File: config.mk
export PLATFORM = sky130hd
export DESIGN_NAME = sparse_set_with_payload_core_flat
export DESIGN_NICKNAME = d
export VERILOG_FILES = /design/src/design/sps_pkg.sv /design/src/design/sps_if.sv /design/src/design/sparse_set_with_payload_core.sv /design/src/design/sps_ram.sv /design/src/flat_wrapper.sv
export SDC_FILE = /design/constraint.sdc
export NUM_CORES = 2
export LEC_CHECK = 0
export ABC_AREA = 1
export ABC_CLOCK_PERIOD_IN_PS = 10750
export BUFFER_PORTS_ARGS = -buffer_cell sky130_fd_sc_hd__buf_2
export CAP_MARGIN = 15
export CORE_MARGIN = 3
export CORE_UTILIZATION = 60
export CTS_BUF_LIST = sky130_fd_sc_hd__clkbuf_8
export CTS_CLUSTER_DIAMETER = 80
export DETAILED_ROUTE_END_ITERATION = 8
export PLACE_DENSITY_LB_ADDON = 0.3
export SYNTH_ARGS = -nofsm -noshare
export SYNTH_HDL_FRONTEND = slang
export SYNTH_HIERARCHICAL = 1
export SYNTH_SLANG_ARGS = --single-unit
File: constraint.sdc
create_clock -name clk -period 10.75 [get_ports clk]
set_input_delay 0 -clock clk [delete_from_list [all_inputs] [get_ports clk]]
set_output_delay 0 -clock clk [all_outputs]
set_load 0.02 [all_outputs]
File: src/design/sps_pkg.sv
package sps_pkg;

	// fixed field widths of the request and response beats
	localparam int OP_W      = 2;
	localparam int ID_W      = 8;
	localparam int PAY_W     = 32;
	localparam int ST_W      = 2;
	localparam int CNT_W     = 9;
	localparam int PAY_EXT_W = 64;

	// default configuration of the set
	localparam int MAX_IDS_DEF      = 64;
	localparam int PAYLOAD_BITS_DEF = 32;

	typedef enum logic [OP_W-1:0] {
		OP_ADD    = 2'd0,
		OP_REMOVE = 2'd1,
		OP_LOOKUP = 2'd2,
		OP_ITER   = 2'd3
	} op_t;

	typedef enum logic [ST_W-1:0] {
		ST_DONE    = 2'd0,
		ST_RANGE   = 2'd1,
		ST_PRESENT = 2'd2,
		ST_ABSENT  = 2'd3
	} status_t;

endpackage

File: src/design/sps_if.sv
// request channel: one operation per beat
interface sps_req_if;
	import sps_pkg::*;

	logic             valid;
	logic             ready;
	op_t              op;
	logic [ID_W-1:0]  element_id;
	logic [PAY_W-1:0] payload_in;

	modport source (output valid, output op, output element_id, output payload_in,
		input ready);
	modport sink (input valid, input op, input element_id, input payload_in,
		output ready);
endinterface

// response channel: one result per beat
interface sps_rsp_if;
	import sps_pkg::*;

	logic             valid;
	logic             ready;
	status_t          status;
	logic             found;
	logic [ID_W-1:0]  member_id;
	logic [PAY_W-1:0] payload_out;
	logic [CNT_W-1:0] member_count;
	logic             last;

	modport source (output valid, output status, output found, output member_id,
		output payload_out, output member_count, output last, input ready);
	modport sink (input valid, input status, input found, input member_id,
		input payload_out, input member_count, input last, output ready);
endinterface

File: src/design/sparse_set_with_payload_core.sv
// Sparse set of ids below MAX_IDS, each with a PAYLOAD_BITS payload word (wider payloads
// are kept to their low PAYLOAD_BITS bits). The block takes one request at a time and
// drives one registered response beat for add, remove and lookup, or one beat per member
// for iterate (one done beat if the set is empty). Every step of the sequencer waits on
// one registered read of the slot, id or payload RAM. An out-of-range id or an iterate of
// an empty set goes straight to its response; add, lookup and remove read the slot RAM,
// then the id and payload RAMs, and a remove of a member reads the last dense slot before
// moving it. The next request is taken as soon as the sequencer is back to idle, while
// the last response may still wait to be taken. After reset the set is empty at once:
// there is no clearing pass over the RAMs.
module sparse_set_with_payload_core #(
	parameter int MAX_IDS      = sps_pkg::MAX_IDS_DEF,
	parameter int PAYLOAD_BITS = sps_pkg::PAYLOAD_BITS_DEF
) (
	input  logic      clk,
	input  logic      arst_n,
	sps_req_if.sink   req,
	sps_rsp_if.source rsp
);
	import sps_pkg::*;

	localparam int SW = $clog2(MAX_IDS);
	localparam int CW = $clog2(MAX_IDS + 1);

	typedef enum logic [6:0] {
		S_IDLE  = 7'b0000001,
		S_QUICK = 7'b0000010,
		S_SLOT  = 7'b0000100,
		S_CHK   = 7'b0001000,
		S_MOVE  = 7'b0010000,
		S_ITLD  = 7'b0100000,
		S_ITER  = 7'b1000000
	} state_t;

	state_t                  state_q, state_d;
	op_t                     op_q;
	logic [SW-1:0]           id_q;
	logic [PAYLOAD_BITS-1:0] pay_q;
	logic [SW-1:0]           s_q;
	logic                    hit_q;
	logic [SW-1:0]           k_q;
	logic [CW-1:0]           count_q;
	logic [MAX_IDS-1:0]      seen_q;

	// ram ports
	logic                    slot_we, id_we, pay_we;
	logic [SW-1:0]           slot_waddr, slot_wdata, slot_raddr, slot_rdata;
	logic [SW-1:0]           id_waddr, id_wdata, id_raddr, id_rdata;
	logic [SW-1:0]           pay_waddr;
	logic [PAYLOAD_BITS-1:0] pay_wdata, pay_rdata;

	// result register
	logic             out_valid_q;
	status_t          out_status_q;
	logic             out_found_q;
	logic [ID_W-1:0]  out_id_q;
	logic [PAY_W-1:0] out_pay_q;
	logic [CNT_W-1:0] out_cnt_q;
	logic             out_last_q;

	logic             out_free, emit;
	status_t          res_status;
	logic             res_found;
	logic [ID_W-1:0]  res_id;
	logic [PAY_W-1:0] res_pay;
	logic [CNT_W-1:0] res_cnt;
	logic             res_last;

	logic                 accept, in_range, member, slot_hit, can_add, iter_last;
	logic [CW-1:0]        last_slot, k_next;
	logic [PAY_EXT_W-1:0] pay_ext;
	logic                 cnt_inc, cnt_dec, seen_set, k_clr, k_inc;

	sps_ram #(.WIDTH(SW), .DEPTH(MAX_IDS)) u_slot_ram (
		.clk(clk), .we(slot_we), .waddr(slot_waddr), .wdata(slot_wdata),
		.raddr(slot_raddr), .rdata(slot_rdata)
	);

	sps_ram #(.WIDTH(SW), .DEPTH(MAX_IDS)) u_id_ram (
		.clk(clk), .we(id_we), .waddr(id_waddr), .wdata(id_wdata),
		.raddr(id_raddr), .rdata(id_rdata)
	);

	sps_ram #(.WIDTH(PAYLOAD_BITS), .DEPTH(MAX_IDS)) u_pay_ram (
		.clk(clk), .we(pay_we), .waddr(pay_waddr), .wdata(pay_wdata),
		.raddr(id_raddr), .rdata(pay_rdata)
	);

	// handshake and shared lookups
	assign req.ready = (state_q == S_IDLE);
	assign accept    = req.valid && req.ready;
	assign out_free  = !out_valid_q || rsp.ready;
	assign in_range  = ({1'b0, req.element_id} < 9'(MAX_IDS));
	assign slot_hit  = seen_q[id_q] && (CW'(slot_rdata) < count_q);
	assign member    = hit_q && (id_rdata == id_q);
	assign can_add   = (count_q < CW'(MAX_IDS));
	assign last_slot = count_q - CW'(1);
	assign k_next    = CW'(k_q) + CW'(1);
	assign iter_last = (k_next == count_q);
	assign pay_ext   = PAY_EXT_W'(pay_rdata);

	// slot ram is read at the requested id
	assign slot_raddr = (state_q == S_IDLE) ? req.element_id[SW-1:0] : id_q;

	// sequencer, ram writes and result selection
	always_comb begin
		state_d    = state_q;
		emit       = 1'b0;
		res_status = ST_DONE;
		res_found  = 1'b0;
		res_id     = '0;
		res_pay    = '0;
		res_cnt    = CNT_W'(count_q);
		res_last   = 1'b1;
		id_raddr   = s_q;
		slot_we    = 1'b0;
		slot_waddr = id_q;
		slot_wdata = count_q[SW-1:0];
		id_we      = 1'b0;
		id_waddr   = count_q[SW-1:0];
		id_wdata   = id_q;
		pay_we     = 1'b0;
		pay_waddr  = count_q[SW-1:0];
		pay_wdata  = pay_q;
		cnt_inc    = 1'b0;
		cnt_dec    = 1'b0;
		seen_set   = 1'b0;
		k_clr      = 1'b0;
		k_inc      = 1'b0;
		case (state_q)
			S_IDLE: begin
				if (accept) begin
					if (req.op == OP_ITER) begin
						state_d = (count_q == '0) ? S_QUICK : S_ITLD;
					end else begin
						state_d = in_range ? S_SLOT : S_QUICK;
					end
				end
			end
			S_QUICK: begin
				res_status = (op_q == OP_ITER) ? ST_DONE : ST_RANGE;
				if (out_free) begin
					emit    = 1'b1;
					state_d = S_IDLE;
				end
			end
			S_SLOT: begin
				id_raddr = slot_rdata;
				state_d  = S_CHK;
			end
			S_CHK: begin
				id_raddr = (op_q == OP_REMOVE) ? last_slot[SW-1:0] : s_q;
				case (op_q)
					OP_ADD: begin
						if (member) begin
							res_status = ST_PRESENT;
						end else if (can_add) begin
							res_cnt = CNT_W'(count_q) + CNT_W'(1);
						end
						if (out_free) begin
							emit    = 1'b1;
							state_d = S_IDLE;
							if (!member && can_add) begin
								slot_we  = 1'b1;
								id_we    = 1'b1;
								pay_we   = 1'b1;
								cnt_inc  = 1'b1;
								seen_set = 1'b1;
							end
						end
					end
					OP_REMOVE: begin
						res_status = ST_ABSENT;
						if (member) begin
							state_d = S_MOVE;
						end else if (out_free) begin
							emit    = 1'b1;
							state_d = S_IDLE;
						end
					end
					default: begin
						if (member) begin
							res_found = 1'b1;
							res_id    = ID_W'(id_q);
							res_pay   = pay_ext[PAY_W-1:0];
						end else begin
							res_status = ST_ABSENT;
						end
						if (out_free) begin
							emit    = 1'b1;
							state_d = S_IDLE;
						end
					end
				endcase
			end
			S_MOVE: begin
				// last dense entry moves into the freed slot
				id_raddr   = last_slot[SW-1:0];
				res_cnt    = CNT_W'(last_slot);
				slot_waddr = id_rdata;
				slot_wdata = s_q;
				id_waddr   = s_q;
				id_wdata   = id_rdata;
				pay_waddr  = s_q;
				pay_wdata  = pay_rdata;
				if (out_free) begin
					emit    = 1'b1;
					slot_we = 1'b1;
					id_we   = 1'b1;
					pay_we  = 1'b1;
					cnt_dec = 1'b1;
					state_d = S_IDLE;
				end
			end
			S_ITLD: begin
				id_raddr = '0;
				k_clr    = 1'b1;
				state_d  = S_ITER;
			end
			S_ITER: begin
				res_found = 1'b1;
				res_id    = ID_W'(id_rdata);
				res_pay   = pay_ext[PAY_W-1:0];
				res_last  = iter_last;
				id_raddr  = out_free ? k_next[SW-1:0] : k_q;
				if (out_free) begin
					emit  = 1'b1;
					k_inc = 1'b1;
					if (iter_last) begin
						state_d = S_IDLE;
					end
				end
			end
			default: begin
				state_d = S_IDLE;
			end
		endcase
	end

	// control state
	always_ff @(posedge clk or negedge arst_n) begin
		if (!arst_n) begin
			state_q     <= S_IDLE;
			count_q     <= '0;
			seen_q      <= '0;
			out_valid_q <= 1'b0;
		end else begin
			state_q <= state_d;
			if (cnt_inc) begin
				count_q <= count_q + CW'(1);
			end else if (cnt_dec) begin
				count_q <= last_slot;
			end
			if (seen_set) begin
				seen_q[id_q] <= 1'b1;
			end
			if (emit) begin
				out_valid_q <= 1'b1;
			end else if (rsp.ready) begin
				out_valid_q <= 1'b0;
			end
		end
	end

	// request capture, slot pointers and result beat
	always_ff @(posedge clk) begin
		if (accept) begin
			op_q  <= req.op;
			id_q  <= req.element_id[SW-1:0];
			pay_q <= PAYLOAD_BITS'(PAY_EXT_W'(req.payload_in));
		end
		if (state_q == S_SLOT) begin
			s_q   <= slot_rdata;
			hit_q <= slot_hit;
		end
		if (k_clr) begin
			k_q <= '0;
		end else if (k_inc) begin
			k_q <= k_next[SW-1:0];
		end
		if (emit) begin
			out_status_q <= res_status;
			out_found_q  <= res_found;
			out_id_q     <= res_id;
			out_pay_q    <= res_pay;
			out_cnt_q    <= res_cnt;
			out_last_q   <= res_last;
		end
	end

	assign rsp.valid        = out_valid_q;
	assign rsp.status       = out_status_q;
	assign rsp.found        = out_found_q;
	assign rsp.member_id    = out_id_q;
	assign rsp.payload_out  = out_pay_q;
	assign rsp.member_count = out_cnt_q;
	assign rsp.last         = out_last_q;

	// member count stays within the set size
	assert property (@(posedge clk) disable iff (!arst_n) count_q <= CW'(MAX_IDS))
		else $error("member count above set size");

	// member count moves by at most one per cycle
	assert property (@(posedge clk) disable iff (!arst_n)
		count_q != $past(count_q) |->
		(count_q == $past(count_q) + CW'(1) || count_q == $past(count_q) - CW'(1)))
		else $error("member count jumped");

	// iteration cursor never passes the dense list
	assert property (@(posedge clk) disable iff (!arst_n)
		state_q == S_ITER |-> CW'(k_q) < count_q)
		else $error("iteration past last member");

	// a new result is only loaded once the previous one is gone
	assert property (@(posedge clk) disable iff (!arst_n)
		emit |-> (!out_valid_q || rsp.ready))
		else $error("result register overwritten");

	// a reported member always comes with a done status
	assert property (@(posedge clk) disable iff (!arst_n)
		out_valid_q && out_found_q |-> out_status_q == ST_DONE)
		else $error("member reported with error status");

endmodule

File: src/design/sps_ram.sv
module sps_ram #(
	parameter int WIDTH = 8,
	parameter int DEPTH = 64
) (
	input  logic                     clk,
	input  logic                     we,
	input  logic [$clog2(DEPTH)-1:0] waddr,
	input  logic [WIDTH-1:0]         wdata,
	input  logic [$clog2(DEPTH)-1:0] raddr,
	output logic [WIDTH-1:0]         rdata
);

	logic [WIDTH-1:0] mem_q [DEPTH];

	// one write port, one registered read port
	always_ff @(posedge clk) begin
		if (we) begin
			mem_q[waddr] <= wdata;
		end
		rdata <= mem_q[raddr];
	end

endmodule
File: src/flat_wrapper.sv
// flat-port wrapper written by rule: the top's interface ports become plain ports
module sparse_set_with_payload_core_flat import sps_pkg::*;
#(
	parameter int MAX_IDS      = sps_pkg::MAX_IDS_DEF,
	parameter int PAYLOAD_BITS = sps_pkg::PAYLOAD_BITS_DEF
)
  (clk, arst_n, req_valid, req_op, req_element_id, req_payload_in, req_ready, rsp_valid, rsp_status, rsp_found, rsp_member_id, rsp_payload_out, rsp_member_count, rsp_last, rsp_ready);
  sps_req_if req_i ();
  sps_rsp_if rsp_i ();
  input  logic clk;
  input  logic arst_n;
  input wire logic [$bits(req_i.valid)-1:0] req_valid;
  input wire logic [$bits(req_i.op)-1:0] req_op;
  input wire logic [$bits(req_i.element_id)-1:0] req_element_id;
  input wire logic [$bits(req_i.payload_in)-1:0] req_payload_in;
  output wire logic [$bits(req_i.ready)-1:0] req_ready;
  output wire logic [$bits(rsp_i.valid)-1:0] rsp_valid;
  output wire logic [$bits(rsp_i.status)-1:0] rsp_status;
  output wire logic [$bits(rsp_i.found)-1:0] rsp_found;
  output wire logic [$bits(rsp_i.member_id)-1:0] rsp_member_id;
  output wire logic [$bits(rsp_i.payload_out)-1:0] rsp_payload_out;
  output wire logic [$bits(rsp_i.member_count)-1:0] rsp_member_count;
  output wire logic [$bits(rsp_i.last)-1:0] rsp_last;
  input wire logic [$bits(rsp_i.ready)-1:0] rsp_ready;
  assign req_i.valid = req_valid;
  assign req_i.op = req_op;
  assign req_i.element_id = req_element_id;
  assign req_i.payload_in = req_payload_in;
  assign req_ready = req_i.ready;
  assign rsp_valid = rsp_i.valid;
  assign rsp_status = rsp_i.status;
  assign rsp_found = rsp_i.found;
  assign rsp_member_id = rsp_i.member_id;
  assign rsp_payload_out = rsp_i.payload_out;
  assign rsp_member_count = rsp_i.member_count;
  assign rsp_last = rsp_i.last;
  assign rsp_i.ready = rsp_ready;
  sparse_set_with_payload_core #(.MAX_IDS(MAX_IDS), .PAYLOAD_BITS(PAYLOAD_BITS)) u_core (.clk(clk), .arst_n(arst_n), .req(req_i), .rsp(rsp_i));
endmodule
==> qor.txt <==
cell count after synthesis -> 10580
num rows -> 166
gpl congestion -> 0.9145
drt total wl -> 340200 um
Worst-Margin Slew -> 1.223 ns
HP Class -> input pin to flop
crit path to -> u_core/u_pay_ram/rdata[26]
DRT Pass-1 Iters -> 9
Post-CTS Setup Inserts -> 0
clk buf depth -> 4
htree depth -> 5
unrepaired setup endpoints after global routing -> no
DRT antenna net count -> 0
required time worst endpoint -> 11.79 ns
vias per std cell -> 6.182
R2R cell count -> 22
CP Class -> flop to flop
Final nets -> 10836
sequential fraction of the synthesis area -> 73.07%
commonest non-fill, non-tap cells in the layout -> nand2_1, edfxtp_1, nand3_1
layout cells sized above 1 -> 9.155%
dpl hpwl -> 179800 um
Most used DFF post-synth -> edfxtp_1
Multi-input gate area -> 30400 um2
Post-synth EDFFs -> 2913
endpoints failing hold -> 0
design area -> 136400 um2
Initial Util -> 60.44%
Slew HR -> 17.81%
Yosys Warn Count -> 6
post-synth cell types -> 49
Max Cap Viol -> 0
average wire per standard cell -> 24.58 um
Congestion Overflow GR -> 0
fin cells -> 13837
Tot GR Track Use -> 31.83%
vias -> 85534
commonest non-fill, non-tap cell in the layout -> nand2_1
Peak VDD IR -> 210.1 uV
clock edge transition at the registers on the reported setup and hold paths -> 0.06 ns
Root Driver -> clkbuf_8
initial antenna violation count -> 20
Pwr Total -> 0.02951 W
final-layout fill cell count -> 14462
Worst EP arrival -> 7.92 ns
largest net degree at the start of global routing -> 205
final setup TNS -> 0 ns
CTS tree -> done
fin crit period -> 6.878 ns
IO Port Bufs -> 97
Die Y -> 460.2 um
Placement Cell Area -> 126900 um2
I/O pin cnt -> 101
dpl cells -> 12896
Register Area -> 90450 um2
post-CTS resize count -> 0
Worst Path Max Fanout -> 173
CP endpoint kind -> flop
CP startpoint kind -> flop
first-pass GRT wire length -> 504300 um
Sink Count -> 3042
Pwr per Cell Area -> 216.3 nW/um2
Post-synth ARST share -> 2.597%
status -> complete, no violations
Final Max Tran Viols -> 0
Reg-to-Reg End -> u_core/u_pay_ram/rdata[26]
Finish-stage setup viols -> 0
vias in the first global route -> 82213
clk_lat worst skew -> 1.16 ns
DRC viols -> 0
FF-to-FF Start -> u_core/state_q[0]
Die Wd -> 460.2 um
P&R area growth vs syn -> 10.21%
setup slack, reg-to-reg -> 3.87 ns
full die area -> 211800 um2
post-layout util -> 66.62%
hold_buf cts -> 93
mapped cell area -> 123800 um2
CTS buffer count -> 473
crit path from -> u_core/state_q[0]
syn_area_per_cell -> 11.70 um2
Max Clock Skew -> 0.08171 ns
flops & latches, synth -> 3042
DRT iter0 DRCs -> 14094
core area -> 204800 um2
Tcrit/Tclk final -> 63.98%
fmax -> 0.1454 GHz
Leak Pwr -> 49.80 nW
[cells by family (layout without fill, tap and decap cells)]
group                      count (synthesis)  after routing  share of synthesized area (%)
other                                      1             12                       0.003030
DFF                                     3042           3042                          73.07
and+or+nand+nor                         6487           6487                          22.53
adders and majority gates                  9              9                        0.09098
AOI/OAI and AO/OA                        195            195                         0.9148
buffers and inverters                    828           1386                          3.255
xor gates and xnor gates                  18             18                         0.1274
[how the worst min path moves through the flow]
stage / startpoint / end / depth (start not counted)
floorplan: arst_n / u_core/count_q[0] / 0
global placement: req_payload_in[30] / u_core/pay_q[30] / 1
detailed placement: req_payload_in[10] / u_core/pay_q[10] / 1
CTS: req_payload_in[27] / u_core/pay_q[27] / 3
global route: req_payload_in[26] / u_core/pay_q[26] / 3
finish: req_payload_in[19] / u_core/pay_q[19] / 3
[through the flow]
step                setup WS [ns]  hold WS (ns)
finish                      3.872        0.1224
global route                3.538        0.1006
CTS                         4.176       0.02945
detailed placement          4.198        0.1781
global placement            4.243        0.1798
floorplan                   2.009       -0.2956
[routing by layer]
| metal | wire, um | global-route usage [%] |
|---|---|---|
| met5 | 37 | 0 |
| met4 | 13990 | 13.09 |
| met3 | 49480 | 9.322 |
| met2 | 150600 | 47.42 |
| met1 | 126100 | 44.35 |
[synth_stat cells, drive strengths merged, types with 16 or more instances]
cell,instances,share of area (%)
nand3,2600,11
inv,166,0.52
edfxtp,2913,71
nor2,252,0.79
nor3,16,0.073
o21bai,32,0.22
a21oi,19,0.077
nor4,17,0.098
o21ai,124,0.50
dfrtp,78,1.6
buf,544,2.4
xor2,16,0.11
nand2,3560,11
nand4,40,0.23
clkbuf,116,0.35
dfxtp,50,0.81
[worst max-delay path, cell delays in order, from the launching register on]
cell and delay (ns):
dfstp_2 0.56, nor2_2 0.07, nand2_1 0.18, nor2_4 0.04, buf_4 0.28, inv_4 0.35, buf_4 0.78, nand2_1 0.28
nor2_1 0.17, nand2_1 0.08, o21ai_2 0.14, nand2_1 0.14, nand3_4 0.31, buf_12 0.60, buf_4 0.98, nand2_1 0.10
nand3_1 0.13, nand3_1 0.10, nand3_1 0.12, nand3_1 0.37, nand2_1 0.35, nand2_1 0.21, nand2_1 0.15
[power by group]
| part | internal (W) | total (W) | switching, W | leakage (nW) |
|---|---|---|---|---|
| combinational | 0.00153 | 0.00668 | 0.00515 | 17.1 |
| clock | 0.00448 | 0.00884 | 0.00436 | 4.99 |
| sequential | 0.0138 | 0.0140 | 0.000229 | 27.7 |
[layout make-up]
type,count,area share (%)
well taps,2688,2.465
clock buffers,502,5.065
flip-flops and latches,3042,66.30
inverters,168,0.5035
diodes,8,0.01467
multi-input cells,6713,22.28
clock inverters,333,1.151
repair buffers,383,2.216
[sequential cells by signal (all words and copies together) (netlist names), 7 cells and up]
signal / count
u_core/u_pay_ram/mem_q: 2048
u_core/u_id_ram/mem_q: 384
u_core/u_slot_ram/mem_q: 384
u_core/seen_q: 64
u_core/pay_q: 32
u_core/rsp.payload_out: 32
u_core/u_pay_ram/rdata: 32
u_core/rsp.member_count: 8
u_core/count_q: 7
u_core/state_q: 7
No activity file was read; power rests on OpenSTA's default activity.
